<file path="src/sv/pns_pkg.sv">
// ----------------------------------------------------------------------------
// PLL nearest-setting search: shared package
// Types, constants, register map and word packing used by the search block.
// ----------------------------------------------------------------------------
`default_nettype none

package pns_pkg;

   localparam int TABLE_DEPTH_DEFAULT = 128;
   localparam int REF_W               = 26;
   localparam int MUL_W               = 8;
   localparam int DIV_W               = 5;
   localparam int SHIFT_W             = 3;
   localparam int FREQ_W              = 32;
   localparam int TARGET_W            = 31;
   localparam int WORD_W              = 24;
   localparam int INDEX_W             = 7;
   localparam int CSR_ADDR_W          = 4;
   localparam int CSR_DATA_W          = 32;

   localparam logic [REF_W-1:0] REF_CLOCK_RESET = REF_W'(14318180);
   localparam logic [7:0]       ENTRIES_RESET   = 8'd1;

   // register index, taken from paddr[3:2]
   localparam logic [1:0] CSR_IDX_FORMAT  = 2'd0;
   localparam logic [1:0] CSR_IDX_ENTRIES = 2'd1;
   localparam logic [1:0] CSR_IDX_REFCLK  = 2'd2;

   // request opcodes
   localparam logic OP_WRITE  = 1'b0;
   localparam logic OP_SEARCH = 1'b1;

   // register word formats
   localparam logic [1:0] FMT_COMPACT = 2'd0;
   localparam logic [1:0] FMT_OFFSET  = 2'd1;
   localparam logic [1:0] FMT_PLAIN   = 2'd2;
   localparam logic [1:0] FMT_NONE    = 2'd3;

   typedef struct packed {
      logic                op;
      logic [INDEX_W-1:0]  entry_index;
      logic [MUL_W-1:0]    mult_value;
      logic [DIV_W-1:0]    div_value;
      logic [SHIFT_W-1:0]  post_shift;
      logic [TARGET_W-1:0] target_hz;
   } req_type;

   typedef struct packed {
      logic [WORD_W-1:0]  pll_word;
      logic [FREQ_W-1:0]  achieved_hz;
      logic [INDEX_W-1:0] best_index;
   } rsp_type;

   typedef struct packed {
      logic [MUL_W-1:0]   mul;
      logic [DIV_W-1:0]   div;
      logic [SHIFT_W-1:0] shift;
   } entry_type;

   typedef enum logic [2:0] {
      ST_IDLE,
      ST_READ,
      ST_LOAD,
      ST_DIV,
      ST_MUL,
      ST_DIFF,
      ST_BEST,
      ST_DONE
   } state_type;

   function automatic logic [WORD_W-1:0] pns_pack_word(input entry_type e,
                                                       input logic [1:0] fmt);
      logic [WORD_W-1:0] w;
      logic [MUL_W-1:0]  m2;
      logic [DIV_W-1:0]  d2;
      m2 = e.mul - MUL_W'(2);
      d2 = e.div - DIV_W'(2);
      unique case (fmt)
         FMT_COMPACT: w = (WORD_W'(e.mul) << 8) | (WORD_W'(e.shift) << 6) | WORD_W'(e.div);
         FMT_OFFSET:  w = (WORD_W'(d2) << 16) | (WORD_W'(e.shift) << 10) | WORD_W'(m2);
         FMT_PLAIN:   w = (WORD_W'(e.div) << 16) | (WORD_W'(e.shift) << 10) | WORD_W'(e.mul);
         default:     w = '0;
      endcase
      return w;
   endfunction

endpackage

`default_nettype wire

</file>
<file path="src/sv/pll_nearest_setting_search.sv">
// A table write leaves busy low, so writes can go back to back.
// A search scans N = entries_in_use entries (clamped to 1..TABLE_DEPTH); for each one
// it steps through the read, load, divide, multiply, difference and best-compare states.
// A new search is accepted only after busy falls; the restoring divider does the divide step.
// Reset: synchronous, active high; registers return to their reset values,
// the setting table is undefined until written.
// ----------------------------------------------------------------------------
// PLL nearest-setting search
// Table of PLL settings searched for the entry whose output frequency lies
// closest to a target, with an APB-style register port.
// ----------------------------------------------------------------------------
`default_nettype none

module pll_nearest_setting_search #(
   parameter int TABLE_DEPTH = pns_pkg::TABLE_DEPTH_DEFAULT
) (
   input  wire logic                             clock,
   input  wire logic                             reset,
   input  wire logic                             start,
   output logic                                  busy,
   input  wire pns_pkg::req_type                 req,
   output logic                                  rsp_valid,
   output pns_pkg::rsp_type                      rsp,
   input  wire logic                             psel,
   input  wire logic                             penable,
   input  wire logic                             pwrite,
   input  wire logic [pns_pkg::CSR_ADDR_W-1:0]   paddr,
   input  wire logic [pns_pkg::CSR_DATA_W-1:0]   pwdata,
   output logic [pns_pkg::CSR_DATA_W-1:0]        prdata,
   output logic                                  pready
);
   import pns_pkg::*;

   localparam int IDX_W = (TABLE_DEPTH > 1) ? $clog2(TABLE_DEPTH) : 1;

   state_type state_ff, state_in;

   logic [1:0]         word_format_ff;
   logic [7:0]         entries_in_use_ff;
   logic [REF_W-1:0]   ref_clock_ff;

   logic [IDX_W-1:0]    i_ff, last_ff, best_idx_ff;
   logic [TARGET_W-1:0] target_ff;
   entry_type           entry_ff, best_entry_ff;
   logic [FREQ_W-1:0]   prod_ff, freq_ff, diff_ff, best_freq_ff, best_diff_ff;

   logic               accept, csr_write;
   logic               mem_we, div_start, div_done;
   entry_type          rd_data, wr_data;
   logic [REF_W-1:0]   quotient;
   logic [IDX_W-1:0]   last_in;
   logic [8:0]         eiu_ext;
   logic [FREQ_W-1:0]  freq_calc, diff_calc, target_ext;
   logic               take;

   assign accept    = start && !busy;
   assign csr_write = psel && penable && pwrite && pready;
   assign pready    = 1'b1;

   // ---------------- register port ----------------
   always_ff @(posedge clock) begin
      if (reset) begin
         word_format_ff    <= FMT_COMPACT;
         entries_in_use_ff <= ENTRIES_RESET;
         ref_clock_ff      <= REF_CLOCK_RESET;
      end else if (csr_write) begin
         unique case (paddr[3:2])
            CSR_IDX_FORMAT:  word_format_ff    <= pwdata[1:0];
            CSR_IDX_ENTRIES: entries_in_use_ff <= pwdata[7:0];
            CSR_IDX_REFCLK:  ref_clock_ff      <= pwdata[REF_W-1:0];
            default: ;
         endcase
      end
   end

   always_comb begin
      unique case (paddr[3:2])
         CSR_IDX_FORMAT:  prdata = CSR_DATA_W'(word_format_ff);
         CSR_IDX_ENTRIES: prdata = CSR_DATA_W'(entries_in_use_ff);
         CSR_IDX_REFCLK:  prdata = CSR_DATA_W'(ref_clock_ff);
         default:         prdata = '0;
      endcase
   end

   // ---------------- table and divider ----------------
   assign wr_data = '{mul: req.mult_value, div: req.div_value, shift: req.post_shift};

   pns_table_ram #(
      .DEPTH (TABLE_DEPTH),
      .IDX_W (IDX_W)
   ) u_table (
      .clock   (clock),
      .wr_en   (mem_we),
      .wr_addr (IDX_W'(req.entry_index)),
      .wr_data (wr_data),
      .rd_addr (i_ff),
      .rd_data (rd_data)
   );

   pns_div_unit #(
      .DIVIDEND_W (REF_W),
      .DIVISOR_W  (DIV_W)
   ) u_div (
      .clock    (clock),
      .reset    (reset),
      .start    (div_start),
      .dividend (ref_clock_ff),
      .divisor  (rd_data.div),
      .done     (div_done),
      .quotient (quotient)
   );

   // ---------------- sequencer ----------------
   always_comb begin
      state_in = state_ff;
      unique case (state_ff)
         ST_IDLE: if (accept && req.op == OP_SEARCH) state_in = ST_READ;
         ST_READ: state_in = ST_LOAD;
         ST_LOAD: state_in = ST_DIV;
         ST_DIV:  if (div_done) state_in = ST_MUL;
         ST_MUL:  state_in = ST_DIFF;
         ST_DIFF: state_in = ST_BEST;
         ST_BEST: state_in = (i_ff == last_ff) ? ST_DONE : ST_READ;
         ST_DONE: state_in = ST_IDLE;
         default: state_in = ST_IDLE;
      endcase
   end

   always_comb begin
      busy      = (state_ff != ST_IDLE);
      rsp_valid = (state_ff == ST_DONE);
      div_start = (state_ff == ST_LOAD);
      mem_we    = (state_ff == ST_IDLE) && start && (req.op == OP_WRITE) &&
                  (32'(req.entry_index) < TABLE_DEPTH);
   end

   always_ff @(posedge clock) begin
      if (reset) begin
         state_ff <= ST_IDLE;
      end else begin
         state_ff <= state_in;
      end
   end

   // ---------------- datapath ----------------
   always_comb begin
      eiu_ext = {1'b0, entries_in_use_ff};
      if (entries_in_use_ff == 8'd0) begin
         last_in = '0;
      end else if (eiu_ext > 9'(TABLE_DEPTH)) begin
         last_in = IDX_W'(TABLE_DEPTH - 1);
      end else begin
         last_in = IDX_W'(eiu_ext - 9'd1);
      end
   end

   assign target_ext = FREQ_W'(target_ff);
   assign freq_calc  = prod_ff >> entry_ff.shift;
   assign diff_calc  = (freq_calc >= target_ext) ? freq_calc - target_ext
                                                 : target_ext - freq_calc;
   // first entry always seeds the best; later ones must be strictly closer
   assign take = (i_ff == '0) || (diff_ff < best_diff_ff);

   always_ff @(posedge clock) begin
      if (reset) begin
         i_ff <= '0;
      end else if (state_ff == ST_IDLE && accept) begin
         i_ff <= '0;
      end else if (state_ff == ST_BEST && i_ff != last_ff) begin
         i_ff <= i_ff + IDX_W'(1);
      end
   end

   always_ff @(posedge clock) begin
      if (state_ff == ST_IDLE && accept) begin
         target_ff <= req.target_hz;
         last_ff   <= last_in;
      end
      if (state_ff == ST_LOAD) begin
         entry_ff <= rd_data;
      end
      if (state_ff == ST_MUL) begin
         // a zero divisor gives zero frequency
         prod_ff <= (entry_ff.div == '0) ? '0
                    : FREQ_W'(quotient) * FREQ_W'(entry_ff.mul);
      end
      if (state_ff == ST_DIFF) begin
         freq_ff <= freq_calc;
         diff_ff <= diff_calc;
      end
      if (state_ff == ST_BEST && take) begin
         best_idx_ff   <= i_ff;
         best_entry_ff <= entry_ff;
         best_freq_ff  <= freq_ff;
         best_diff_ff  <= diff_ff;
      end
   end

   assign rsp.pll_word    = pns_pack_word(best_entry_ff, word_format_ff);
   assign rsp.achieved_hz = best_freq_ff;
   assign rsp.best_index  = INDEX_W'(best_idx_ff);

   // ---------------- assertions ----------------
   a_div_done_in_div: assert property (@(posedge clock) disable iff (reset)
      div_done |-> state_ff == ST_DIV)
      else $error("divider finished outside the divide step");

   a_busy_needs_start: assert property (@(posedge clock) disable iff (reset)
      $rose(busy) |-> $past(start) && $past(req.op) == OP_SEARCH)
      else $error("busy rose without a search transaction");

   a_rsp_single: assert property (@(posedge clock) disable iff (reset)
      rsp_valid |=> !rsp_valid && !busy)
      else $error("result strobe longer than one cycle");

   a_index_bound: assert property (@(posedge clock) disable iff (reset)
      busy |-> i_ff <= last_ff)
      else $error("scan index passed the last entry");

endmodule

`default_nettype wire

</file>
<file path="src/sv/pns_table_ram.sv">
// ----------------------------------------------------------------------------
// PLL setting table
// Single write port, single registered read port; contents undefined at reset.
// ----------------------------------------------------------------------------
`default_nettype none

module pns_table_ram #(
   parameter int DEPTH = pns_pkg::TABLE_DEPTH_DEFAULT,
   parameter int IDX_W = 7
) (
   input  wire logic               clock,
   input  wire logic               wr_en,
   input  wire logic [IDX_W-1:0]   wr_addr,
   input  wire pns_pkg::entry_type wr_data,
   input  wire logic [IDX_W-1:0]   rd_addr,
   output pns_pkg::entry_type      rd_data
);
   import pns_pkg::*;

   entry_type mem [DEPTH];
   entry_type rd_data_ff;

   always_ff @(posedge clock) begin
      if (wr_en) begin
         mem[wr_addr] <= wr_data;
      end
   end

   always_ff @(posedge clock) begin
      rd_data_ff <= mem[rd_addr];
   end

   assign rd_data = rd_data_ff;

endmodule

`default_nettype wire

</file>
<file path="src/sv/pns_div_unit.sv">
// ----------------------------------------------------------------------------
// Iterative divider
// Restoring division, one quotient bit per cycle; done pulses for one cycle.
// ----------------------------------------------------------------------------
`default_nettype none

module pns_div_unit #(
   parameter int DIVIDEND_W = pns_pkg::REF_W,
   parameter int DIVISOR_W  = pns_pkg::DIV_W
) (
   input  wire logic                  clock,
   input  wire logic                  reset,
   input  wire logic                  start,
   input  wire logic [DIVIDEND_W-1:0] dividend,
   input  wire logic [DIVISOR_W-1:0]  divisor,
   output logic                       done,
   output logic [DIVIDEND_W-1:0]      quotient
);
   import pns_pkg::*;

   localparam int CNT_W = $clog2(DIVIDEND_W + 1);

   logic [CNT_W-1:0]      cnt_ff, cnt_in;
   logic                  done_ff, done_in;
   logic [DIVIDEND_W-1:0] quo_ff, quo_in;
   logic [DIVISOR_W-1:0]  rem_ff, rem_in;
   logic [DIVISOR_W-1:0]  dsr_ff, dsr_in;
   logic [DIVISOR_W:0]    trial;

   always_comb begin
      cnt_in  = cnt_ff;
      done_in = 1'b0;
      quo_in  = quo_ff;
      rem_in  = rem_ff;
      dsr_in  = dsr_ff;
      trial   = {rem_ff, quo_ff[DIVIDEND_W-1]};
      if (start) begin
         cnt_in = CNT_W'(DIVIDEND_W);
         quo_in = dividend;
         rem_in = '0;
         dsr_in = divisor;
      end else if (cnt_ff != '0) begin
         cnt_in  = cnt_ff - CNT_W'(1);
         done_in = (cnt_ff == CNT_W'(1));
         if (trial >= {1'b0, dsr_ff}) begin
            rem_in = DIVISOR_W'(trial - {1'b0, dsr_ff});
            quo_in = {quo_ff[DIVIDEND_W-2:0], 1'b1};
         end else begin
            rem_in = DIVISOR_W'(trial);
            quo_in = {quo_ff[DIVIDEND_W-2:0], 1'b0};
         end
      end
   end

   always_ff @(posedge clock) begin
      if (reset) begin
         cnt_ff  <= '0;
         done_ff <= 1'b0;
      end else begin
         cnt_ff  <= cnt_in;
         done_ff <= done_in;
      end
   end

   always_ff @(posedge clock) begin
      quo_ff <= quo_in;
      rem_ff <= rem_in;
      dsr_ff <= dsr_in;
   end

   assign done     = done_ff;
   assign quotient = quo_ff;

endmodule

`default_nettype wire

</file>
<file path="config.mk">
export PLATFORM = sky130hd
export DESIGN_NAME = pll_nearest_setting_search
export DESIGN_NICKNAME = d
export VERILOG_FILES = /design/src/sv/pns_pkg.sv /design/src/sv/pll_nearest_setting_search.sv /design/src/sv/pns_table_ram.sv /design/src/sv/pns_div_unit.sv
export SDC_FILE = /design/constraint.sdc
export NUM_CORES = 2
export LEC_CHECK = 0
export ABC_CLOCK_PERIOD_IN_PS = 25700
export BUFFER_PORTS_ARGS = -buffer_cell sky130_fd_sc_hd__buf_2
export CAP_MARGIN = 40
export CORE_ASPECT_RATIO = 0.6
export CORE_MARGIN = 2
export CORE_UTILIZATION = 50
export CTS_CLUSTER_SIZE = 24
export DETAILED_ROUTE_END_ITERATION = 6
export GPL_TIMING_DRIVEN = 0
export PLACE_DENSITY = 0.74
export SLEW_MARGIN = 10
export SYNTH_ARGS = -nofsm -noshare
export SYNTH_HDL_FRONTEND = slang
export SYNTH_SLANG_ARGS = --single-unit
</file>
<file path="constraint.sdc">
create_clock -name clock -period 25.7 [get_ports clock]
set_input_delay 5.14 -clock clock [delete_from_list [all_inputs] [get_ports clock]]
set_output_delay 5.14 -clock clock [all_outputs]
set_load 0.05 [all_outputs]
</file>
==> impl_metrics.toml <==
[timing]
tightestPinTransition_ps = 979
max-slew-margin-rel = 0.347
setup_ws_ps = 13790
setup_viol = 0
fin_crit_ps = 11910
whs_ps = 385
timing_hold_violations_final = 0
final-max-slew-violation-count = 0
setup_tns_ps = 0
fin_crit_sh = 0.463
skew_ps = 116
fmax_mhz = 84.0
rsz0062_at_grt = "no"

[power_and_ir_drop]
switching_share = 0.338
p_clk_frac = 0.271
finalPower_mw = 11.4
power_frac_seq = 0.397
combPwrFrac = 0.331
p_int_mw = 7.58
power_switching_mw = 3.86
peakVddDrop_v = 0.000226
p_per_area_nw_per_um2 = 98.2
power_leakage_nw = 38.4

[clocking]
ctsHoldBuffers = 0
htreeDepth = 4
post_cts_buffers = 0
cts_sinks = 2384
ctsRootBufferMaster = "clkbuf_16"
cts_tree = "done"
cts_made_buffers = 212
cts.clk_slew.worst_paths_ps = 70
cts-root-to-sink-buffers = 4
clk_latency_ps = 900
cts_resized = 0

[floorplanning]
ios = 195
coreArea_um2 = 203000
die-area_um2 = 208000
rows = 128
fp.dieH_um = 354
start_util = 0.503
die_x_um = 587

[grt]
grt_max_degree = 97
grt-ovfl-total = 0
grt_pass1_vias = 55300
grt_use_total = 0.278
antenna_found_initial = 21
grt_pass1_wl_um = 410000

[setup_path]
path_class = "in2out"
cp-start-kind = "primary input"
reg2reg_from = "entry_ff[0]$_DFFE_PP_"
regToRegSetupSlack_ps = 18790
crit_start = "paddr[2]"
r2r_cells = 18
crit_arrival_ps = 6770
end_kind = "primary output"
required_ps = 20560
path_max_fanout = 10
cp-endpoint = "prdata[14]"
rr_endpoint = "diff_ff[7]$_DFFE_PP_"

[flow_run]
max_cap_violations = 0

[synthesis]
yosys.cell_types.count = 72
syn_avg_cell_area_um2 = 18.5
async_flop_share = 0
ys.flop_type = "edfxtp_1"
yosysTopAreaCellShare = 0.681
ys_seq_elements = 2384
synth_seq_area_share = 0.695
syn_area_um2 = 102000
synthCells = 5503
ys_top_cells_by_area = "edfxtp_1 (68%), mux4_2 (14%), fa_1 (2.9%)"
netlist.top_cell.by_area = "edfxtp_1"
synthTopCellsByCount = "edfxtp_1 (2,311), mux4_2 (627), nand2_1 (311), nor2_1 (266), inv_1 (246)"
synth_most_common_cell = "edfxtp_1"
synth_edf_count = 2311
yosys_warnings = 0

[layout]
finish.utilization = 0.575
finalInstanceArea_um2 = 117000
nNetsFinal = 6521
finalNonFillerCells = 9033
drive_gt1_frac = 0.252
syn2layout_area_growth_pct = 14.4

[placed_design]
hpwl_um = 208000
io_buffer_count = 174
placed_cell_area_um2 = 110000
dp_slack_ps = 13890
dp_cells = 8634
gp_congestion = 0.980

[drt]
vias_per_cell = 6.37
drcViolationCount = 1
num_vias = 57500
drt_wl_total_um = 292000
drt_iter0_drc = 9645
antenna_left = 0
wl_per_cell_um = 32.3
drt-pass1-iter-count = 7

[run_status]
violations = "DRC"
status = "finished, violations left"

[hold_path]
hp-class = "reg2reg"
==> worst max-delay path, stage by stage <==
cell	delay, ps
clkbuf_1	180
nor2b_1	140
clkbuf_1	340
clkbuf_1	460
and2_1	210
buf_2	280
==> power groups by stage <==
stage                     combinational (mW)  clock (mW)  sequential, mW
final                                   3.79        3.11            4.55
after global routing                    4.15        3.27            4.55
after CTS                               3.66        3.13            4.54
after detailed placement                3.64           0            4.63
after global placement                  3.51           0            4.63
after floorplan                         2.43           0            4.58
==> area by class of cell <==
cell class                      count  area, um^2
Antenna cell                       12        30.0
Fill cell                       14700       86100
Multi-Input combinational cell   2599       29200
Clock inverter                    109        1040
Buffer                            278        1330
Sequential cell                  2384       70900
Clock buffer                      271        5550
Inverter                          250         938
Timing Repair Buffer              400        4260
Tap cell                         2730        3420
==> state kept, by name (all words and copies together) (netlist names), 8 cells and up <==
signal             cells
best_entry_ff         16
entry_ff              16
u_table.mem         2048
ref_clock_ff          26
entries_in_use_ff      8
u_table.rd_data       16
prod_ff               32
u_div.quotient        26
freq_ff               32
diff_ff               32
best_diff_ff          32
target_ff             31
best_freq_ff          32
==> cells in the final DEF (no fill, tap or decap), types with 20 or more instances in the layout <==
cell type | Yosys | final
a211oi_1 | 35 | 35
a21o_1 | 55 | 55
a21oi_1 | 141 | 141
and2_1 | 183 | 183
buf_1 | 34 | 32
buf_16 | 0 | 21
buf_2 | 65 | 236
buf_4 | 24 | 51
buf_6 | 14 | 50
buf_8 | 0 | 142
clkbuf_1 | 140 | 192
clkbuf_16 | 0 | 213
clkinv_1 | 4 | 43
clkinv_2 | 0 | 34
dfxtp_1 | 73 | 73
edfxtp_1 | 2311 | 2311
fa_1 | 146 | 146
ha_1 | 153 | 153
inv_1 | 246 | 245
mux2i_1 | 135 | 135
mux4_2 | 627 | 627
nand2_1 | 311 | 311
nand3_1 | 27 | 27
nand3b_1 | 21 | 21
nand4_1 | 20 | 20
nor2_1 | 266 | 137
nor2_2 | 1 | 118
nor2b_1 | 35 | 35
nor3_1 | 25 | 25
o21ai_0 | 81 | 81
o22ai_1 | 28 | 28
xnor2_1 | 45 | 45
xor2_1 | 37 | 37
==> routing by layer <==
| layer | GRT usage | wire length (um) |
|---|---|---|
| met5 | 0.00943 | 523 |
| met4 | 0.0697 | 7820 |
| met3 | 0.128 | 51400 |
| met2 | 0.354 | 114000 |
| met1 | 0.429 | 118000 |
==> cell families (layout without fill, tap and decap cells) <==
kind of cell	after synthesis	count (layout)	synth area share
DFF	2384	2384	0.695
adders and majority gates	300	300	0.0476
other	2	22	0.0000737
xor gates and xnor gates	82	82	0.00705
and+or+nand+nor	963	963	0.0449
buffers and inverters	528	1308	0.0222
muxes	768	768	0.153
AOI/OAI and AO/OA	476	476	0.0303
==> worst min-delay path by stage <==
stage | from | endpoint | slack (ps) | cells past startpoint
after detailed placement | u_table.rd_data[8]$_DFF_P_ | entry_ff[8]$_DFFE_PP_ | 390 | 0
after global routing | i_ff[2]$_SDFFE_PP0P_ | best_idx_ff[2]$_DFFE_PP_ | 400 | 0
after CTS | i_ff[2]$_SDFFE_PP0P_ | best_idx_ff[2]$_DFFE_PP_ | 380 | 0
final | i_ff[2]$_SDFFE_PP0P_ | best_idx_ff[2]$_DFFE_PP_ | 380 | 0
after floorplan | u_table.rd_data[0]$_DFF_P_ | entry_ff[0]$_DFFE_PP_ | 390 | 0
after global placement | u_table.rd_data[11]$_DFF_P_ | entry_ff[11]$_DFFE_PP_ | 390 | 0
Note: power is estimated with default switching activity, not from simulation.
